==> config.mk <==
export PLATFORM = sky130hd
export DESIGN_NAME = task_event_priority_dispatcher
export DESIGN_NICKNAME = d
export VERILOG_FILES = /design/src/hdl/tepd_pkg.sv /design/src/hdl/tepd_cell.sv /design/src/hdl/task_event_priority_dispatcher.sv
export SDC_FILE = /design/constraint.sdc
export NUM_CORES = 1
export LEC_CHECK = 0
export BUFFER_PORTS_ARGS = -buffer_cell sky130_fd_sc_hd__buf_2
export CAP_MARGIN = 20
export CORE_MARGIN = 8
export CORE_UTILIZATION = 45
export CTS_CLUSTER_SIZE = 28
export DETAILED_ROUTE_END_ITERATION = 7
export PLACE_DENSITY_LB_ADDON = 0.05
export SLEW_MARGIN = 20
export SYNTH_ARGS = -nofsm -noshare
export SYNTH_HDL_FRONTEND = slang
export SYNTH_SLANG_ARGS = --single-unit
==> constraint.sdc <==
create_clock -name clk -period 4.1 [get_ports clk]
set_input_delay 0.615 -clock clk [delete_from_list [all_inputs] [get_ports clk]]
set_output_delay 0.615 -clock clk [all_outputs]
set_load 0.01 [all_outputs]
==> src/hdl/tepd_pkg.sv <==
// tepd_pkg: shared widths, command codes and payload types for the
// task event dispatcher; used by the cell chain and the top level
`timescale 1ns / 1ps
package tepd_pkg;

  localparam int TASK_IDX_W    = 4;
  localparam int EVENT_W       = 16;
  localparam int COUNT_W       = 5;
  localparam int DEF_MAX_TASKS = 16;
  localparam int ADDR_TASKS    = 1 << TASK_IDX_W;

  localparam logic [1:0] CMD_SET  = 2'd0;
  localparam logic [1:0] CMD_CLR  = 2'd1;
  localparam logic [1:0] CMD_DISP = 2'd2;

  typedef struct packed {
    logic [1:0]            cmd;
    logic [TASK_IDX_W-1:0] task_index;
    logic [EVENT_W-1:0]    event_bits;
  } in_item_t;

  typedef struct packed {
    logic                  accepted;
    logic                  ready_found;
    logic [TASK_IDX_W-1:0] chosen_task;
    logic [EVENT_W-1:0]    taken_events;
  } out_item_t;

  // set/clear broadcast to every cell
  typedef struct packed {
    logic                  en;
    logic                  clr;
    logic [TASK_IDX_W-1:0] tix;
    logic [EVENT_W-1:0]    bits;
  } wr_cmd_t;

  // dispatch token walking down the chain
  typedef struct packed {
    logic                  active;
    logic                  found;
    logic [TASK_IDX_W-1:0] idx;
    logic [EVENT_W-1:0]    flags;
  } token_t;

endpackage

==> src/hdl/tepd_cell.sv <==
// tepd_cell: one task's pending event word plus one stage of the dispatch token
// chain; depends on tepd_pkg
`timescale 1ns / 1ps
module tepd_cell
  import tepd_pkg::*;
#(
  parameter int CELL_IDX = 0,
  parameter int CNT_W    = COUNT_W
) (
  input  logic             clk,
  input  logic             rst_n,
  input  logic [CNT_W-1:0] live_cnt,
  input  wr_cmd_t          wr,
  input  token_t           tok_in,
  output token_t           tok_out
);

  localparam bit Addressable = CELL_IDX < ADDR_TASKS;

  logic [EVENT_W-1:0] flags_r, flags_nxt;
  token_t             tok_r, tok_nxt;
  logic               is_live;
  logic               hit;
  logic               claim;

  assign is_live = CNT_W'(CELL_IDX) < live_cnt;
  assign hit     = Addressable && wr.en && (wr.tix == CELL_IDX[TASK_IDX_W-1:0]);
  // first live cell with pending flags takes the token
  assign claim   = tok_in.active && !tok_in.found && is_live && (flags_r != '0);

  always_comb begin
    flags_nxt = flags_r;
    tok_nxt   = tok_in;
    if (hit) begin
      flags_nxt = wr.clr ? (flags_r & ~wr.bits) : (flags_r | wr.bits);
    end else if (claim) begin
      flags_nxt     = '0;
      tok_nxt.found = 1'b1;
      tok_nxt.idx   = CELL_IDX[TASK_IDX_W-1:0];
      tok_nxt.flags = flags_r;
    end
  end

  always_ff @(posedge clk) begin
    if (!rst_n) begin
      flags_r      <= '0;
      tok_r.active <= 1'b0;
    end else begin
      flags_r      <= flags_nxt;
      tok_r.active <= tok_nxt.active;
    end
    tok_r.found <= tok_nxt.found;
    tok_r.idx   <= tok_nxt.idx;
    tok_r.flags <= tok_nxt.flags;
  end

  assign tok_out = tok_r;

endmodule

==> src/hdl/task_event_priority_dispatcher.sv <==
// task_event_priority_dispatcher: top level, command decode, token launch and
// output register around a chain of tepd_cell; depends on tepd_pkg, tepd_cell
//
//   channel  direction  ports                          payload
//   in       input      in_valid, in_stall, in_data    in_item_t
//   out      output     out_valid, out_stall, out_data out_item_t
//   cfg      input      cfg_we, cfg_wdata              task_count, 5 bits
//
// set, clear and unused commands write their result straight into the output register
// dispatch: the token steps one cell per clock through all MAX_TASKS cells,
// then into the result hold register, then, once the output is free, into
// the output register
// one command is in progress at a time; a held output stalls the next command
// reset clears every event word and the task count in the same cycle
module task_event_priority_dispatcher
  import tepd_pkg::*;
#(
  parameter int MAX_TASKS = DEF_MAX_TASKS
) (
  input  logic               clk,
  input  logic               rst_n,
  input  logic               in_valid,
  output logic               in_stall,
  input  in_item_t           in_data,
  output logic               out_valid,
  input  logic               out_stall,
  output out_item_t          out_data,
  input  logic               cfg_we,
  input  logic [COUNT_W-1:0] cfg_wdata
);

  localparam int LiveW = $clog2(MAX_TASKS + 1);
  localparam int CntW  = (LiveW > COUNT_W) ? LiveW : COUNT_W;

  localparam logic [1:0] ST_IDLE = 2'd0;
  localparam logic [1:0] ST_SCAN = 2'd1;
  localparam logic [1:0] ST_DONE = 2'd2;

  logic [1:0]         state_r, state_nxt;
  logic [COUNT_W-1:0] task_count_r;
  logic [CntW-1:0]    live_cnt;
  logic               out_valid_r, out_valid_nxt;
  out_item_t          out_data_r, out_data_nxt;
  out_item_t          done_r, done_nxt;
  logic               out_free;
  logic               in_acc;
  logic               tix_ok;
  wr_cmd_t            wr;
  token_t             tok_w [MAX_TASKS+1];
  token_t             tok_end;

  assign live_cnt = (CntW'(task_count_r) > CntW'(MAX_TASKS)) ? CntW'(MAX_TASKS)
                                                             : CntW'(task_count_r);
  assign out_free = !out_valid_r || !out_stall;
  assign in_stall = (state_r != ST_IDLE) || !out_free;
  assign in_acc   = in_valid && !in_stall;
  assign tix_ok   = CntW'(in_data.task_index) < live_cnt;

  assign wr.en   = in_acc && tix_ok &&
                   (in_data.cmd == CMD_SET || in_data.cmd == CMD_CLR);
  assign wr.clr  = in_data.cmd == CMD_CLR;
  assign wr.tix  = in_data.task_index;
  assign wr.bits = in_data.event_bits;

  assign tok_w[0].active = in_acc && (in_data.cmd == CMD_DISP);
  assign tok_w[0].found  = 1'b0;
  assign tok_w[0].idx    = '0;
  assign tok_w[0].flags  = '0;

  for (genvar g = 0; g < MAX_TASKS; g++) begin : g_cell
    tepd_cell #(
      .CELL_IDX (g),
      .CNT_W    (CntW)
    ) u_cell (
      .clk      (clk),
      .rst_n    (rst_n),
      .live_cnt (live_cnt),
      .wr       (wr),
      .tok_in   (tok_w[g]),
      .tok_out  (tok_w[g+1])
    );
  end

  assign tok_end = tok_w[MAX_TASKS];

  always_comb begin
    state_nxt     = state_r;
    out_valid_nxt = out_valid_r && out_stall;
    out_data_nxt  = out_data_r;
    done_nxt      = done_r;
    unique case (state_r)
      ST_IDLE: begin
        if (in_acc) begin
          if (in_data.cmd == CMD_DISP) begin
            state_nxt = ST_SCAN;
          end else begin
            out_valid_nxt             = 1'b1;
            out_data_nxt              = '0;
            out_data_nxt.accepted     = wr.en;
          end
        end
      end
      ST_SCAN: begin
        if (tok_end.active) begin
          done_nxt.accepted     = tok_end.found;
          done_nxt.ready_found  = tok_end.found;
          done_nxt.chosen_task  = tok_end.found ? tok_end.idx : '0;
          done_nxt.taken_events = tok_end.found ? tok_end.flags : '0;
          state_nxt             = ST_DONE;
        end
      end
      ST_DONE: begin
        if (out_free) begin
          out_valid_nxt = 1'b1;
          out_data_nxt  = done_r;
          state_nxt     = ST_IDLE;
        end
      end
      default: state_nxt = ST_IDLE;
    endcase
  end

  always_ff @(posedge clk) begin
    if (!rst_n) begin
      state_r      <= ST_IDLE;
      out_valid_r  <= 1'b0;
      task_count_r <= '0;
    end else begin
      state_r     <= state_nxt;
      out_valid_r <= out_valid_nxt;
      if (cfg_we) begin
        task_count_r <= cfg_wdata;
      end
    end
    out_data_r <= out_data_nxt;
    done_r     <= done_nxt;
  end

  assign out_valid = out_valid_r;
  assign out_data  = out_data_r;

  a_found_is_accepted: assert property (@(posedge clk) disable iff (!rst_n)
    out_valid_r |-> (!out_data_r.ready_found || out_data_r.accepted))
    else $error("ready_found without accepted");

  a_found_has_flags: assert property (@(posedge clk) disable iff (!rst_n)
    (state_r == ST_SCAN && tok_end.active && tok_end.found) |-> (tok_end.flags != '0))
    else $error("dispatch chose a task with no flags");

  a_disp_starts_scan: assert property (@(posedge clk) disable iff (!rst_n)
    (in_acc && in_data.cmd == CMD_DISP) |=> (state_r == ST_SCAN))
    else $error("dispatch did not start a scan");

  a_busy_stalls: assert property (@(posedge clk) disable iff (!rst_n)
    (state_r != ST_IDLE) |-> in_stall)
    else $error("input taken while a dispatch is in progress");

  a_token_only_in_scan: assert property (@(posedge clk) disable iff (!rst_n)
    tok_end.active |-> (state_r == ST_SCAN))
    else $error("token left the chain outside a scan");

endmodule

# After elaboration in Yosys (flattened, before gate mapping)
# Cells that the tools add are included.
# Widths: inputs -> output; s select.
[word_totals] reg_bits=659 word_cells=390 input_bits=32 output_inout_bits=24
[classes] bitwise_logic=34 n_mux=93 eq_ne=24 reduce_logical=131 order_cmp=18
[op_table] op="$mux 16" n=48
[op_table] op="$mux 21" n=31
[op_table] op="$and 16x16->16" n=16
[op_table] op="$or 16x16->16" n=16
[op_table] op="$reduce_bool 16->1" n=16
[op_table] op="$logic_and 1x1->1" n=68
[op_table] op="$mux 22" n=3
[op_table] op="$pmux 22 s2" n=1
[op_table] op="$lt 4x5->1 const A" n=8
[op_table] op="$reduce_bool 2->1" n=18
[op_table] op="$eq 4x4->1 const B" n=8
[op_table] op="$lt 3x5->1 const A" n=4
[op_table] op="$logic_not 1->1" n=19
[op_table] op="$eq 4x3->1 const B" n=4
[op_table] op="$not 16->16" n=1
[op_table] op="$lt 1x5->1 const A" n=2
[op_table] op="$lt 2x5->1 const A" n=2
[op_table] op="$eq 4x2->1 const B" n=2
[op_table] op="$mux 2" n=4
[op_table] op="$ne 2x2->1 const B" n=4
[op_table] op="$reduce_and 4->1" n=2
[op_table] op="$pmux 2 s3" n=1
[op_table] op="$gt 5x5->1 const B" n=1
[op_table] op="$lt 4x5->1" n=1
[op_table] op="other kinds (13)" n=20

# Logic depth before layout (Yosys ltp)
[logic_depth] word_depth=11 ltp_mapped=11 depth_no_buf=8

# By module
# From an unflattened synthesis, not the netlist that was laid out.
[hier_totals] cells_unflattened=2474 area_unflattened_um2=27282.4
[modules_own_cells] module="task_event_priority_dispatcher" cells_each=148 seq_area_each_um2=1451.4 area_per_inst_um2=2074.5 n_inst=1
[modules_own_cells] module="tepd_cell (g_cell[0].u_cell)" cells_each=150 seq_area_each_um2=760.7 area_per_inst_um2=1691.6 n_inst=1
[modules_own_cells] module="tepd_cell (g_cell[4].u_cell)" cells_each=150 seq_area_each_um2=760.7 area_per_inst_um2=1685.4 n_inst=1
[modules_own_cells] module="tepd_cell (g_cell[10].u_cell)" cells_each=150 seq_area_each_um2=760.7 area_per_inst_um2=1669.1 n_inst=1
[modules_own_cells] module="tepd_cell (g_cell[2].u_cell)" cells_each=148 seq_area_each_um2=760.7 area_per_inst_um2=1661.6 n_inst=1
[modules_own_cells] module="tepd_cell (g_cell[12].u_cell)" cells_each=150 seq_area_each_um2=760.7 area_per_inst_um2=1657.8 n_inst=1
[modules_own_cells] module="tepd_cell (g_cell[7].u_cell)" cells_each=163 seq_area_each_um2=760.7 area_per_inst_um2=1647.8 n_inst=1
[modules_own_cells] module="tepd_cell (g_cell[6].u_cell)" cells_each=150 seq_area_each_um2=760.7 area_per_inst_um2=1626.6 n_inst=1
[modules_own_cells] module="tepd_cell (g_cell[14].u_cell)" cells_each=150 seq_area_each_um2=760.7 area_per_inst_um2=1612.8 n_inst=1
[modules_own_cells] module="tepd_cell (g_cell[11].u_cell)" cells_each=163 seq_area_each_um2=760.7 area_per_inst_um2=1610.3 n_inst=1
[modules_own_cells] module="tepd_cell (g_cell[13].u_cell)" cells_each=128 seq_area_each_um2=760.7 area_per_inst_um2=1524.0 n_inst=1
[modules_own_cells] module="tepd_cell (g_cell[15].u_cell)" cells_each=160 seq_area_each_um2=760.7 area_per_inst_um2=1517.7 n_inst=1
[modules_own_cells] module="tepd_cell (g_cell[9].u_cell)" cells_each=143 seq_area_each_um2=760.7 area_per_inst_um2=1487.7 n_inst=1
[modules_own_cells] module="tepd_cell (g_cell[3].u_cell)" cells_each=131 seq_area_each_um2=760.7 area_per_inst_um2=1485.2 n_inst=1
[modules_own_cells] module="+3 rows"

# Least setup slack after synthesis
# OpenSTA, ideal clock, no wires.
[synth_path] path_kind="flip-flop to flip-flop" from="reg task_count_r[2]" to="reg g_cell[11].u_cell.tok_r, in the netlist g_cell[11].u_cell.tok_out[4]" setup_time_ns=0.123 period_less_slack_ns=2.696 stages_incl_launch_ff=11 n_path_buf=3 path_slack_ns=1.404 t_required_ns=3.977 t_arrival_ns=2.573 cell_sequence="dfxtp_1 > clkbuf_1 > nand2_1 > ha_1 > a21o_1 > a31oi_4 > buf_8 > o2111ai_4 > nor2b_4 > buf_2 > mux2_1"
[synth_lines] element="start, declared" line="task_event_priority_dispatcher.sv:40" text="logic [COUNT_W-1:0] task_count_r;"
[synth_lines] element="start signal, assigned" line="task_event_priority_dispatcher.sv:132" text="task_count_r <= cfg_wdata;"
[synth_lines] element="end, declared" line="tepd_cell.sv:21" text="token_t tok_r, tok_nxt;"

==> results.sh <==
export IMPL_num_io_pins=56
export IMPL_dpl_instance_area_um2=24700
export IMPL_synth_most_common_cell="dfxtp_1"
export IMPL_globalplace_congestion=0.805
export IMPL_rows=84
export IMPL_die_h_um=246
export IMPL_clock_sinks=644
export IMPL_pwr_density_cell_nw_per_um2=484
export IMPL_port_buffers=55
export IMPL_final_hold_violation_count=0
export IMPL_timing_final_crit_share_pct=78.7
export IMPL_cts_setup_buffers=0
export IMPL_grt_pass1_wl_mm=99.6
export IMPL_cap_violations=0
export IMPL_postCtsResizedCells=0
export IMPL_crit_type="flop to flop"
export IMPL_required_ps=4560
export IMPL_arrival_ps=3690
export IMPL_slew_headroom_pct=23.1
export IMPL_path_max_fanout=21
export IMPL_synth_async_reset_ratio_pct=0
export IMPL_initial_utilization_pct=45.4
export IMPL_core_um2=52600
export IMPL_fin_tns_setup_ps=0
export IMPL_synth_area_leaders="dfxtp_1, mux2_2, a21o_1, edfxtp_1, a21oi_1"
export IMPL_drive_above_1_share_pct=22.6
export IMPL_status="finished clean"
export IMPL_htree_levels=3
export IMPL_holdCritPathClass="input port to flop"
export IMPL_antenna_found_initial=4
export IMPL_die_area_um2=60700
export IMPL_syn_cell_area_um2=23900
export IMPL_slew_violations=0
export IMPL_ys_ff_latch=644
export IMPL_dp_slack_ps=654
export IMPL_tightest_slew_ps=1150
export IMPL_vias=16200
export IMPL_setup_viol=0
export IMPL_nNetsFinal=2269
export IMPL_grt_pass1_vias=16000
export IMPL_drc_errors=0
export IMPL_hpwlAfterDp_mm=44.0
export IMPL_avgViaCountPerCell=5.47
export IMPL_synth_edf_count=43
export IMPL_ys_types=52
export IMPL_gr_total_overflow=0
export IMPL_yosys_area_top_type="dfxtp_1"
export IMPL_avgRoutedWirePerCell_um=22.6
export IMPL_clk_pin_slew_ps=60
export IMPL_clk_insertion_delay_late_ps=590
export IMPL_rrSetupSlack_ps=870
export IMPL_ant_nets=0
export IMPL_drt_iter0_drc=1274
export IMPL_synth_top_area_share_pct=50.4
export IMPL_finalClockSkew_ps=22.9
export IMPL_cts_tree="yes"
export IMPL_track_usage_pct=21.8
export IMPL_setup_slack_ps=871
export IMPL_ys_warn_count=0
export IMPL_ys_flop_type="dfxtp_1"
export IMPL_worst_setup_path_end_kind="flop"
export IMPL_die_w_um=246
export IMPL_peakVddDrop_uv=389
export IMPL_areaGrowthSynthToFinish_pct=12.8
export IMPL_worstSetupStartpointType="flop"
export IMPL_grt_max_degree=72
export IMPL_leakagePower_nw=12.4
export IMPL_avgSynthCellArea_um2=10.9
export IMPL_totalWireLength_mm=67.2
export IMPL_first_pass_iters=8
export IMPL_rsz0062_at_grt="false"
export IMPL_layout_min_cycle_time_ps=3230
export IMPL_cts_buffers=69
export IMPL_synth_cells=2189
export IMPL_clock_path_buffers=3
export IMPL_fin_area_um2=26900
export IMPL_cts_root_buf="clkbuf_16"
export IMPL_cts_hold_fix_buffers=0
export IMPL_fmax_ghz=0.310
export IMPL_syn_nets=2224
export IMPL_seq_area_frac_synth_pct=55.8
export IMPL_ys_top_cells_by_count="dfxtp_1, nand2_1, a21oi_1"
## flip-flops by register name (all words and copies together), names as in the netlist
register	flops
out_data	22
done_r	21
task_count_r	5
g_cell.u_cell.flags_r	256
state_r	2
g_cell.u_cell.tok_out	337
out_valid	1
## kinds of logic after synthesis
| family | Yosys count | synth area share, % |
|---|---|---|
| DFF | 644 | 55.8 |
| and+or+nand+nor | 608 | 13.0 |
| AOI/OAI and AO/OA | 532 | 15.3 |
| muxes | 261 | 12.5 |
| buffers and inverters | 141 | 3.28 |
| adders and majority gates | 3 | 0.157 |
## placed cells by master (no fill, tap or decap), drive strengths merged, types with 2 or more instances in the layout
master   count
mux2       256
a31oi        3
nand4b       9
buf        109
clkinv      10
o21ai        2
ha           3
mux2i        5
bufinv       5
a21o       242
dfxtp      601
nand2b       5
clkbuf     100
a21oi      245
edfxtp      43
or2         45
and3        16
o2111ai     17
nor2        23
nand2      290
nor4b        3
diode        2
nor2b       56
nor3b        4
and2        72
nand4       16
nor4        65
inv          6
o2bb2ai     16
## critical path, cell delays in order, from the launching register on
cell       delay, ps
dfxtp_1          330
inv_2            120
nand2_1           90
ha_1             290
nand2_1          260
buf_4            320
o2111ai_4        580
nor2b_4          680
mux2_2           410
## final timing paths
path | from | to | cells past startpoint
setup / recovery | task_count_r[4] | g_cell[10].u_cell.tok_out[11] | 8
hold / removal | cfg_wdata[0] | task_count_r[0] | 3
setup reg to reg | task_count_r[4] | g_cell[10].u_cell.tok_out[11] | 8
hold reg to reg | g_cell[6].u_cell.tok_out[16] | g_cell[7].u_cell.tok_out[16] | 1
## metrics by stage
step                      hold WS [ps]  instances  power, mW  util (%)
after detailed placement           403       2851       6.97      47.0
after floorplan                    386       2189       6.75         -
after global placement             400       2851       6.96      47.0
after global routing               273       2967       13.4      51.3
final                              292       2969       13.0      51.3
after CTS                          259       2967       13.2      51.3
## cell type report
type                            instances  area, um^2
Antenna cell                            2        5.00
Clock buffer                          100        2060
Clock inverter                         16         203
Fill cell                            4724       25600
Inverter                                6        22.5
Multi-Input combinational cell       1404        9790
Sequential cell                       644       13300
Tap cell                              688         861
Timing Repair Buffer                  109         681
## report_power, final
part	total, mW	internal (mW)	switching [mW]	leakage, nW
Clock	6.21	3.78	2.43	1.11
Sequential	6.37	6.35	0.0191	5.21
Combinational	0.466	0.0952	0.371	6.05
Total	13.0	10.2	2.82	12.4
## layer usage
layer  track usage, %  vias to the layer above  wire length, um
li1                 -                     7767                -
met1             28.4                     7881            29000
met2             36.5                      454            32200
met3             3.50                      142             3770
met4             7.78                        0             2280
met5                0                        -                0
Note: power is estimated with default switching activity, not from simulation.
